**src/hw/rtl/rhc_pkg.sv**
```systemverilog
// shared types and constants for the rgb to hsv converter
// used by every module of the block, no dependencies

package rhc_pkg;

    localparam int CH_W  = 8;
    localparam int HUE_W = 15;
    localparam int HQ_W  = 12;
    localparam int HN_W  = 20;
    localparam int SN_W  = 16;
    localparam int SQ_W  = 8;

    localparam logic [HUE_W-1:0] HUE_SECTOR = HUE_W'(3840);
    localparam logic [HUE_W-1:0] BASE_GREEN = HUE_W'(7680);
    localparam logic [HUE_W-1:0] BASE_BLUE  = HUE_W'(15360);
    localparam logic [HUE_W:0]   HUE_TURN   = (HUE_W+1)'(23040);

    typedef enum logic [1:0] {
        SEC_RED   = 2'd0,
        SEC_GREEN = 2'd1,
        SEC_BLUE  = 2'd2
    } t_sector;

    typedef struct packed {
        logic [CH_W-1:0] bright;
        logic [CH_W-1:0] delta;
        logic [CH_W-1:0] mag;
        logic            neg;
        t_sector         sector;
        logic [CH_W-1:0] alpha;
    } t_minmax;

    typedef struct packed {
        logic [HN_W-1:0] hue_rem;
        logic [HQ_W-1:0] hue_q;
        logic [CH_W-1:0] hue_div;
        logic [SN_W-1:0] sat_rem;
        logic [SQ_W-1:0] sat_q;
        t_sector         sector;
        logic            neg;
        logic            gray;
        logic [CH_W-1:0] bright;
        logic [CH_W-1:0] alpha;
    } t_work;

endpackage

```
**src/hw/rtl/rhc_front.sv**
```systemverilog
// front of the pipe: max, min, sector select, then dividends
// two register stages, depends on rhc_pkg

module rhc_front (
    input  logic             i_clk,
    input  logic             i_rst_n,
    input  logic             i_valid,
    output logic             o_stall,
    input  logic [7:0]       i_red,
    input  logic [7:0]       i_green,
    input  logic [7:0]       i_blue,
    input  logic [7:0]       i_alpha_in,
    output logic             o_valid,
    input  logic             i_stall,
    output rhc_pkg::t_work   o_work
);
    import rhc_pkg::*;

    t_minmax         n_a, r_a;
    t_work           n_b, r_b;
    logic            r_va, r_vb;
    logic            stall_a, stall_b;
    logic [CH_W-1:0] mx, mn, plus, minus;

    assign stall_b = r_vb & i_stall;
    assign stall_a = r_va & stall_b;
    assign o_stall = stall_a;
    assign o_valid = r_vb;
    assign o_work  = r_b;

    always_comb begin
        mx = i_red;
        if (i_green > mx) mx = i_green;
        if (i_blue > mx) mx = i_blue;
        mn = i_red;
        if (i_green < mn) mn = i_green;
        if (i_blue < mn) mn = i_blue;
        if (i_red == mx) begin
            n_a.sector = SEC_RED;
            plus  = i_green;
            minus = i_blue;
        end else if (i_green == mx) begin
            n_a.sector = SEC_GREEN;
            plus  = i_blue;
            minus = i_red;
        end else begin
            n_a.sector = SEC_BLUE;
            plus  = i_red;
            minus = i_green;
        end
        n_a.bright = mx;
        n_a.delta  = mx - mn;
        n_a.neg    = plus < minus;
        n_a.mag    = n_a.neg ? (minus - plus) : (plus - minus);
        n_a.alpha  = i_alpha_in;
    end

    // negative offsets need ceiling, so bias the dividend by delta - 1
    always_comb begin
        n_b.hue_rem = (HN_W'(r_a.mag) << 12) - (HN_W'(r_a.mag) << 8)
                    + (r_a.neg ? HN_W'(r_a.delta - 8'd1) : '0);
        n_b.hue_q   = '0;
        n_b.hue_div = r_a.delta;
        n_b.sat_rem = (SN_W'(r_a.delta) << 8) - SN_W'(r_a.delta);
        n_b.sat_q   = '0;
        n_b.sector  = r_a.sector;
        n_b.neg     = r_a.neg;
        n_b.gray    = r_a.delta == '0;
        n_b.bright  = r_a.bright;
        n_b.alpha   = r_a.alpha;
    end

    always_ff @(posedge i_clk) begin
        if (!i_rst_n) begin
            r_va <= 1'b0;
            r_vb <= 1'b0;
        end else begin
            if (!stall_a) r_va <= i_valid;
            if (!stall_b) r_vb <= r_va;
        end
    end

    always_ff @(posedge i_clk) begin
        if (!stall_a) r_a <= n_a;
        if (!stall_b) r_b <= n_b;
    end

endmodule

```
**src/hw/rtl/rhc_div_stage.sv**
```systemverilog
// one restoring-division bit of hue, and of saturation if K < 8
// one register stage, depends on rhc_pkg

module rhc_div_stage #(
    parameter int K = 0
) (
    input  logic             i_clk,
    input  logic             i_rst_n,
    input  logic             i_valid,
    output logic             o_stall,
    input  rhc_pkg::t_work   i_work,
    output logic             o_valid,
    input  logic             i_stall,
    output rhc_pkg::t_work   o_work
);
    import rhc_pkg::*;

    t_work           n_work, r_work;
    logic            r_valid;
    logic [HN_W-1:0] hue_sh;
    logic            hue_ge;

    assign o_stall = r_valid & i_stall;
    assign o_valid = r_valid;
    assign o_work  = r_work;
    assign hue_sh  = HN_W'(i_work.hue_div) << K;
    assign hue_ge  = i_work.hue_rem >= hue_sh;

    generate
        if (K < SQ_W) begin : g_sat
            logic [SN_W-1:0] sat_sh;
            logic            sat_ge;
            assign sat_sh = SN_W'(i_work.bright) << K;
            assign sat_ge = i_work.sat_rem >= sat_sh;
            always_comb begin
                n_work            = i_work;
                n_work.hue_q[K]   = hue_ge;
                n_work.hue_rem    = hue_ge ? (i_work.hue_rem - hue_sh) : i_work.hue_rem;
                n_work.sat_q[K]   = sat_ge;
                n_work.sat_rem    = sat_ge ? (i_work.sat_rem - sat_sh) : i_work.sat_rem;
            end
        end else begin : g_hue_only
            always_comb begin
                n_work            = i_work;
                n_work.hue_q[K]   = hue_ge;
                n_work.hue_rem    = hue_ge ? (i_work.hue_rem - hue_sh) : i_work.hue_rem;
            end
        end
    endgenerate

    always_ff @(posedge i_clk) begin
        if (!i_rst_n) begin
            r_valid <= 1'b0;
        end else if (!o_stall) begin
            r_valid <= i_valid;
        end
    end

    always_ff @(posedge i_clk) begin
        if (!o_stall) r_work <= n_work;
    end

endmodule

```
**src/hw/rtl/rhc_back.sv**
```systemverilog
// sector offset, wrap and special cases, then the output register
// one register stage, depends on rhc_pkg

module rhc_back (
    input  logic             i_clk,
    input  logic             i_rst_n,
    input  logic             i_valid,
    output logic             o_stall,
    input  rhc_pkg::t_work   i_work,
    output logic             o_valid,
    input  logic             i_stall,
    output logic [14:0]      o_hue,
    output logic [7:0]       o_saturation,
    output logic [7:0]       o_brightness,
    output logic [7:0]       o_alpha_out
);
    import rhc_pkg::*;

    logic             r_valid;
    logic [HUE_W-1:0] r_hue, n_hue;
    logic [SQ_W-1:0]  r_sat, n_sat;
    logic [CH_W-1:0]  r_bright, r_alpha;
    logic [HUE_W-1:0] base, qx;
    logic [HUE_W:0]   wrapped;

    assign o_stall      = r_valid & i_stall;
    assign o_valid      = r_valid;
    assign o_hue        = r_hue;
    assign o_saturation = r_sat;
    assign o_brightness = r_bright;
    assign o_alpha_out  = r_alpha;

    always_comb begin
        case (i_work.sector)
            SEC_RED:   base = '0;
            SEC_GREEN: base = BASE_GREEN;
            SEC_BLUE:  base = BASE_BLUE;
            default:   base = '0;
        endcase
        qx      = HUE_W'(i_work.hue_q);
        wrapped = {1'b0, base} + HUE_TURN - {1'b0, qx};
        if (i_work.gray) begin
            n_hue = '0;
        end else if (!i_work.neg) begin
            n_hue = base + qx;
        end else if (qx > base) begin
            n_hue = wrapped[HUE_W-1:0];
        end else begin
            n_hue = base - qx;
        end
        n_sat = (i_work.bright == '0) ? '0 : i_work.sat_q;
    end

    always_ff @(posedge i_clk) begin
        if (!i_rst_n) begin
            r_valid <= 1'b0;
        end else if (!o_stall) begin
            r_valid <= i_valid;
        end
    end

    always_ff @(posedge i_clk) begin
        if (!o_stall) begin
            r_hue    <= n_hue;
            r_sat    <= n_sat;
            r_bright <= i_work.bright;
            r_alpha  <= i_work.alpha;
        end
    end

endmodule

```
**src/hw/rtl/rgb_to_hsv_converter_core.sv**
```systemverilog
// top level of the rgb to hsv converter
// depends on rhc_pkg, rhc_front, rhc_div_stage and rhc_back
//
// input channel: i_valid / o_stall with i_red, i_green, i_blue, i_alpha_in;
// an item is taken at a clock edge with i_valid high and o_stall low.
// output channel: o_valid / i_stall with o_hue (1/64 degree), o_saturation,
// o_brightness and o_alpha_out; an item leaves with o_valid high, i_stall low.
// the pipe is two front stages (max/min, dividends), twelve divider stages
// with one hue quotient bit each (the last eight also take one saturation
// bit), and the output register. throughput is one item per cycle while
// i_stall is low; the twelve-bit hue quotient sets the depth.
// each stage holds while the one after it is full and stalled, so a stall
// at the output fills empty slots first and reaches o_stall only when the
// stages in front are all occupied; nothing is dropped or repeated.
// synchronous active-low reset empties every stage; payload is not cleared.
// no state is kept between items.

module rgb_to_hsv_converter_core (
    input  logic        i_clk,
    input  logic        i_rst_n,
    input  logic        i_valid,
    output logic        o_stall,
    input  logic [7:0]  i_red,
    input  logic [7:0]  i_green,
    input  logic [7:0]  i_blue,
    input  logic [7:0]  i_alpha_in,
    output logic        o_valid,
    input  logic        i_stall,
    output logic [14:0] o_hue,
    output logic [7:0]  o_saturation,
    output logic [7:0]  o_brightness,
    output logic [7:0]  o_alpha_out
);
    import rhc_pkg::*;

    t_work work [HQ_W+1];
    logic  vld  [HQ_W+1];
    logic  stl  [HQ_W+1];

    rhc_front u_front (
        .i_clk      (i_clk),
        .i_rst_n    (i_rst_n),
        .i_valid    (i_valid),
        .o_stall    (o_stall),
        .i_red      (i_red),
        .i_green    (i_green),
        .i_blue     (i_blue),
        .i_alpha_in (i_alpha_in),
        .o_valid    (vld[0]),
        .i_stall    (stl[0]),
        .o_work     (work[0])
    );

    generate
        for (genvar s = 0; s < HQ_W; s++) begin : g_div
            rhc_div_stage #(
                .K (HQ_W - 1 - s)
            ) u_stage (
                .i_clk   (i_clk),
                .i_rst_n (i_rst_n),
                .i_valid (vld[s]),
                .o_stall (stl[s]),
                .i_work  (work[s]),
                .o_valid (vld[s+1]),
                .i_stall (stl[s+1]),
                .o_work  (work[s+1])
            );
        end
    endgenerate

    rhc_back u_back (
        .i_clk        (i_clk),
        .i_rst_n      (i_rst_n),
        .i_valid      (vld[HQ_W]),
        .o_stall      (stl[HQ_W]),
        .i_work       (work[HQ_W]),
        .o_valid      (o_valid),
        .i_stall      (i_stall),
        .o_hue        (o_hue),
        .o_saturation (o_saturation),
        .o_brightness (o_brightness),
        .o_alpha_out  (o_alpha_out)
    );

`ifndef SYNTHESIS
    a_hue_range: assert property (@(posedge i_clk) disable iff (!i_rst_n)
        o_valid |-> o_hue < 15'd23040)
        else $error("hue out of range");

    a_black: assert property (@(posedge i_clk) disable iff (!i_rst_n)
        o_valid && o_brightness == 8'd0 |-> o_saturation == 8'd0 && o_hue == 15'd0)
        else $error("black pixel with nonzero hue or saturation");

    a_reset_empty: assert property (@(posedge i_clk)
        !i_rst_n |=> !o_valid && !o_stall)
        else $error("pipe not empty after reset");

    a_stall_chain: assert property (@(posedge i_clk) disable iff (!i_rst_n)
        o_stall |-> i_stall && o_valid)
        else $error("input stalled while output drains");
`endif

endmodule
```
**config.mk**
```make
export PLATFORM = sky130hd
export DESIGN_NAME = rgb_to_hsv_converter_core
export DESIGN_NICKNAME = d
export VERILOG_FILES = /design/src/hw/rtl/rhc_pkg.sv /design/src/hw/rtl/rhc_front.sv /design/src/hw/rtl/rhc_div_stage.sv /design/src/hw/rtl/rhc_back.sv /design/src/hw/rtl/rgb_to_hsv_converter_core.sv
export SDC_FILE = /design/constraint.sdc
export NUM_CORES = 2
export LEC_CHECK = 0
export ABC_AREA = 1
export BUFFER_PORTS_ARGS = -buffer_cell sky130_fd_sc_hd__buf_2
export CAP_MARGIN = 20
export CORE_MARGIN = 4
export CORE_UTILIZATION = 55
export DETAILED_ROUTE_END_ITERATION = 7
export MAX_ROUTING_LAYER = met4
export PLACE_DENSITY = 0.71
export SLEW_MARGIN = 20
export SYNTH_ARGS = -nofsm -noshare
export SYNTH_HDL_FRONTEND = slang
export SYNTH_SLANG_ARGS = --single-unit
```
**constraint.sdc**
```tcl
create_clock -name i_clk -period 22.5 [get_ports i_clk]
set_input_delay 4.5 -clock i_clk [delete_from_list [all_inputs] [get_ports i_clk]]
set_output_delay 4.5 -clock i_clk [all_outputs]
set_load 0.02 [all_outputs]
```
After elaboration in Yosys (flattened, before gate mapping)

Index checks and enable logic that the tools add are counted.

Register bits after elaboration: 991
Bits in latches: 0
ROM bits: 0
RAM bits: 0
Word-level logic and storage cells: 254
Input bits: 36
Memories kept: 0

Mux-type cells: 32
Bitwise gates (word level): 15
Reduce and logical (&&, ||, !) cells: 2
Shifts and indexed selects: 0
Multiply operators: 0
Magnitude comparators: 26
Equality and inequality tests: 4
Div/mod/pow operators: 0
Add/sub/neg operators: 29

Operators by type and width:

| cell                                                           | count |
|---|---|
| 20-bit 2-to-1 mux                                              | 12 |
| 16-bit 2-to-1 mux                                              | 7 |
| 8-bit 2-to-1 mux                                               | 9 |
| 20-bit by 16-bit subtractor with 20-bit output                 | 2 |
| 15-bit 2-to-1 mux                                              | 2 |
| 14-bit one-hot mux with 2 select lines                         | 1 |
| 8-bit < comparator                                             | 3 |
| 8-bit subtractor                                               | 3 |
| 20-bit adder                                                   | 1 |
| 20-bit by 10-bit greater-or-equal comparator with 1-bit output | 1 |
| 20-bit by 11-bit greater-or-equal comparator with 1-bit output | 1 |
| 20-bit by 12-bit greater-or-equal comparator with 1-bit output | 1 |
| 20-bit by 13-bit greater-or-equal comparator with 1-bit output | 1 |
| 20-bit by 14-bit greater-or-equal comparator with 1-bit output | 1 |
| 20-bit by 15-bit greater-or-equal comparator with 1-bit output | 1 |
| 20-bit by 16-bit greater-or-equal comparator with 1-bit output | 1 |
| 20-bit by 17-bit greater-or-equal comparator with 1-bit output | 1 |
| 20-bit by 18-bit greater-or-equal comparator with 1-bit output | 1 |
| 20-bit by 19-bit greater-or-equal comparator with 1-bit output | 1 |
| 20-bit by 8-bit greater-or-equal comparator with 1-bit output  | 1 |
| 20-bit by 9-bit greater-or-equal comparator with 1-bit output  | 1 |
| 20-bit by 10-bit subtractor with 20-bit output                 | 1 |
| 20-bit by 11-bit subtractor with 20-bit output                 | 1 |
| 20-bit by 12-bit subtractor with 20-bit output                 | 1 |
| 36 further kinds                                               | 53 |

Longest topological paths before layout

Word-level depth: 15
Gate-level depth with buffers: 50
Gate-level depth less buffers: 47

Hierarchy

A second synthesis with hierarchy kept.

Cells, all modules: 5448
Area total of the unflattened synthesis: 57370.0 sq um

Modules (own cells, without submodules):

| module                            | seq. area each (sq um) | area each (sq um) | cells each | times used |
|---|---|---|---|---|
| rhc_front                         | 2982.9                 | 7054.3            | 780        | 1 |
| rhc_div_stage (g_div[11].u_stage) | 2542.4                 | 4523.1            | 479        | 1 |
| rhc_div_stage (g_div[10].u_stage) | 2542.4                 | 4518.1            | 467        | 1 |
| rhc_div_stage (g_div[9].u_stage)  | 2542.4                 | 4388.0            | 446        | 1 |
| rhc_div_stage (g_div[8].u_stage)  | 2542.4                 | 4285.4            | 423        | 1 |
| rhc_div_stage (g_div[7].u_stage)  | 2542.4                 | 4209.0            | 398        | 1 |
| rhc_div_stage (g_div[6].u_stage)  | 2542.4                 | 4187.8            | 419        | 1 |
| rhc_div_stage (g_div[5].u_stage)  | 2542.4                 | 4134.0            | 410        | 1 |
| rhc_div_stage (g_div[4].u_stage)  | 2542.4                 | 4067.7            | 377        | 1 |
| rhc_div_stage (g_div[2].u_stage)  | 2542.4                 | 3420.8            | 263        | 1 |
| rhc_div_stage (g_div[3].u_stage)  | 2542.4                 | 3418.3            | 248        | 1 |
| rhc_div_stage (g_div[1].u_stage)  | 2542.4                 | 3344.5            | 231        | 1 |
| rhc_div_stage (g_div[0].u_stage)  | 2542.4                 | 3260.6            | 220        | 1 |
| rhc_back                          | 1191.1                 | 2558.7            | 287        | 1 |

Least setup slack after synthesis

OpenSTA, ideal clock, no wires.

Kind: input-to-output
Start point: input i_stall
End point: output o_stall
Data required time: 18000 ps
Buffers on the path: 0
Arrival: 14353 ps
Slack: 3647 ps
Stages: 24
Cells stage by stage: nand2_2 -> nor2_2 -> inv_2 -> nor2_2 -> inv_2 -> nor2_2 -> inv_2 -> nor2_2 -> inv_2 -> nor2_2 -> inv_2 -> nor2_2 -> inv_2 -> nor2_2 -> inv_2 -> nor2_2 -> inv_2 -> nor2_4 -> nand2_2 -> nor2_4 -> nand2_4 -> nor2_4 -> nand2_2 -> inv_2

Word-level cells in the longest chain between the ends: 15

RTL lines:

| element                 | line                            | RTL |
|---|---|---|
| start, declared         | rgb_to_hsv_converter_core.sv:28 | `input logic i_stall,` |
| 1-bit AND               | rhc_back.sv:26                  | `assign o_stall = r_valid & i_stall;` |
| 1-bit AND (12 in a row) | rhc_div_stage.sv:23             | `assign o_stall = r_valid & i_stall;` |
| 1-bit AND               | rhc_front.sv:25                 | `assign stall_b = r_vb & i_stall;` |
| 1-bit AND               | rhc_front.sv:26                 | `assign stall_a = r_va & stall_b;` |
| end, declared           | rgb_to_hsv_converter_core.sv:22 | `output logic o_stall,` |

No other way between the ends.

Worst setup path after layout

Ends and elaborated chain as after synthesis.

==> impl_metrics.toml <==
[yosys]
yosysSeqAreaShare_pct = 65.57
synth_edf_count = 964
yosysWarnings = 0
avgSynthCellArea_um2 = 12.40
async_flop_share_pct = 0
ys.flop_type = "edfxtp_1"
yosys.area.top_type_share_pct = 64.90
yosysTopAreaCell = "edfxtp_1"
synthCells = 3598
syn_area_um2 = 44610
synth.distinct_cells = 61
yosys-top-cells-area = "edfxtp_1 (65%), ha_1 (7.0%), inv_1 (4.1%), nand2_1 (4.0%), xor2_1 (2.7%)"
synth-seq-cells = 979
synth_nets = 3909

[min_path]
hold_path_class = "reg2reg"

[power_and_ir_drop]
peakVddDrop_uv = 78.10
power_density_nw_per_um2 = 149.3
power_w = 0.007374
leakagePower_nw = 20.44

[finish]
drive_gt1_share_pct = 8.645
area_delta_synth_final_pct = 10.73
fin_cells = 4889
post-route-util_pct = 61.42
nets = 4063
fill_cells = 6075
antenna_cells = 0

[clock_network]
cts.repair.resized = 0
cts_made_buffers = 96
cts_tree = "yes"
clockRootBuffer = "clkbuf_16"
clock_path_buffers = 3
post_cts_buffers = 0
htreeDepth = 3
clk_latency_ns = 0.63
numClockSinks = 979
hold_buffers = 0
path_clk_slew_ns = 0.06

[sta]
finalHoldViolCount = 0
slew_viol_final = 0
max-slew-margin-rel_pct = 35.55
holdWs_ns = 0.4023
rsz0062_at_grt = "no"
tightestPinTransition_ns = 0.9668
fin_crit_ns = 14.12
fin_setup_tns_ns = 0
finalSetupViolCount = 0
post-route-period-util_pct = 62.76
clock_skew_ns = 0.02239
fmax_ghz = 0.07082

[setup_path]
path_max_fanout = 68
cp.required_ns = 18.00
endpoint_kind = "primary output"
worstSetupPathType = "in2out"
worstPathArrival_ns = 9.62
setup.worst_path.start_class = "primary input"

[place]
dp.cells = 4714
place_hpwl_mm = 49.07
gp_congestion = 0.8592
io_buffers = 76

[detailed_routing]
wl_per_cell_um = 13.70
wirelength_mm = 66.98
final_antenna_net_count = 0
route.vias.total = 25020
avgViaCountPerCell = 5.118
drt_iter0_markers = 1176
drc = 0
dr.pass1.iters = 5

[die]
die-area_um2 = 85720
start_util_pct = 55.47
rows = 104
die_x_um = 292.8
ios = 77
die_h_um = 292.8
core_area_um2 = 80420

[outcome]
outcome = "complete, no violations"

[grt]
gr-total-overflow = 0
grt_max_degree = 81
grtUsageTotal_pct = 16.47
grt_antenna_before_repair = 0
first_global_vias = 24740
grt_pass1_wl_mm = 114.4

[flow_run]
maxCapViolCount = 0
[stage by stage]
| stage | instance area [um2] | setup WS [ns] |
|---|---|---|
| detailed placement | 46250 | 8.206 |
| global route | 49390 | 7.662 |
| CTS | 49390 | 8.182 |
| finish | 49390 | 8.379 |
| global placement | 46250 | 8.342 |
| floorplan | 44610 | 3.647 |
[per-layer routing]
| layer | wire length [um] | track usage (%) |
|---|---|---|
| met2 | 34690 | 29.36 |
| met1 | 27740 | 18.98 |
| met5 | 0 | - |
| met4 | 2077 | 6.117 |
| met3 | 2469 | 2.366 |
[Yosys cell counts, types with 16 or more instances]
cell type    n
xor2_1     138
nand3_1    112
clkbuf_1    25
nor4_1      38
o21ai_0    200
nor2_1     258
nand2_1    477
a21oi_1    214
nor3_1      42
inv_2       23
inv_1      493
nand4_1     28
edfxtp_1   964
xnor2_1     63
nand2_2     16
fa_1        27
ha_1       248
[flip-flops by register name, summed over array words and instances, names as in the netlist]
name / cells
u_back.o_hue: 15
u_back.o_brightness: 8
u_front.r_a: 8
g_div.u_stage.o_work: 827
u_back.o_valid: 1
u_front.o_valid: 1
u_back.o_saturation: 8
u_front.n_b: 27
u_back.o_alpha_out: 8
g_div.u_stage.o_valid: 12
u_front.r_va: 1
u_front.o_work: 63
[critical path, cell delays in order]
cell	delay, ns
buf_2	0.08
nand2_2	0.04
buf_4	0.29
nor2_2	0.16
inv_2	0.36
nor2_2	0.22
clkinv_2	0.52
nor2_2	0.28
inv_2	0.06
nor2_2	0.09
inv_2	0.05
nor2_2	0.10
inv_2	0.05
nor2_2	0.08
inv_2	0.05
nor2_2	0.09
inv_2	0.05
nor2_2	0.08
inv_2	0.06
nor2_4	0.12
nand2_2	0.05
buf_4	0.37
nor2_4	0.24
nand2_4	0.46
nor2_4	0.29
nand2_2	0.50
inv_2	0.18
buf_2	0.18
[worst paths after layout]
| path | depth (start not counted) | slack [ns] | to | from |
|---|---|---|---|---|
| max | 28 | 8.38 | o_stall | i_stall |
| min | 0 | 0.40 | g_div[6].u_stage.o_work[18] | g_div[5].u_stage.o_work[18] |
| max reg2reg | 26 | 16.86 | u_front.o_work[9] | u_back.o_valid |
| min reg2reg | 0 | 0.40 | g_div[6].u_stage.o_work[18] | g_div[5].u_stage.o_work[18] |
[report_power, final]
part,switching (W),internal [W],total (W),leakage (nW)
logic,0.00144,0.00104,0.00248,8.76
clock network,0.000637,0.000923,0.00156,1.54
registers,0.000345,0.00299,0.00334,10.1
total,0.00242,0.00495,0.00737,20.4
[layout by cell type, fill, tap and decap left out, drive strengths merged, types with 3 or more instances in the layout]
master    instances
dfxtp            15
clkbuf          119
nand3           118
a211oi            9
edfxtp          964
o221ai            7
nor3b             3
and2              7
buf              90
nor4             38
a31oi             9
o2111ai           6
fa               27
nand4            29
nand2           501
inv             520
a21o             12
o21ai           208
or2              11
and3              3
nor3             42
a2111oi           3
a221oi           23
xnor2            63
clkinv           41
a21oi           214
o21a             10
clkinvlp          3
o211ai           12
o21bai           11
ha              248
or4               7
bufinv           10
xor2            138
nand3b           11
nor2            278
o31ai             5
[area by class of cell]
| type | count | area [um2] | area share [%] |
|---|---|---|---|
| tap | 1060 | 1326 | 2.685 |
| inverter | 518 | 1946 | 3.939 |
| timing repair buffer | 90 | 485.5 | 0.9829 |
| sequential | 979 | 29250 | 59.21 |
| multi-input combinational | 2067 | 13240 | 26.81 |
| clock buffer | 119 | 2551 | 5.165 |
| clock inverter | 56 | 594.3 | 1.203 |
[kinds of logic after synthesis]
| family | share of synthesized area [%] |
|---|---|
| buffers and inverters | 4.741 |
| XOR/XNOR | 3.947 |
| adder cells (fa/ha/maj) | 8.168 |
| multiplexers | 0.02524 |
| flip-flops | 65.57 |
| AND/OR/NAND/NOR | 10.45 |
| AO/OA/AOI/OAI | 7.100 |
(Power assumes the default switching activity.)
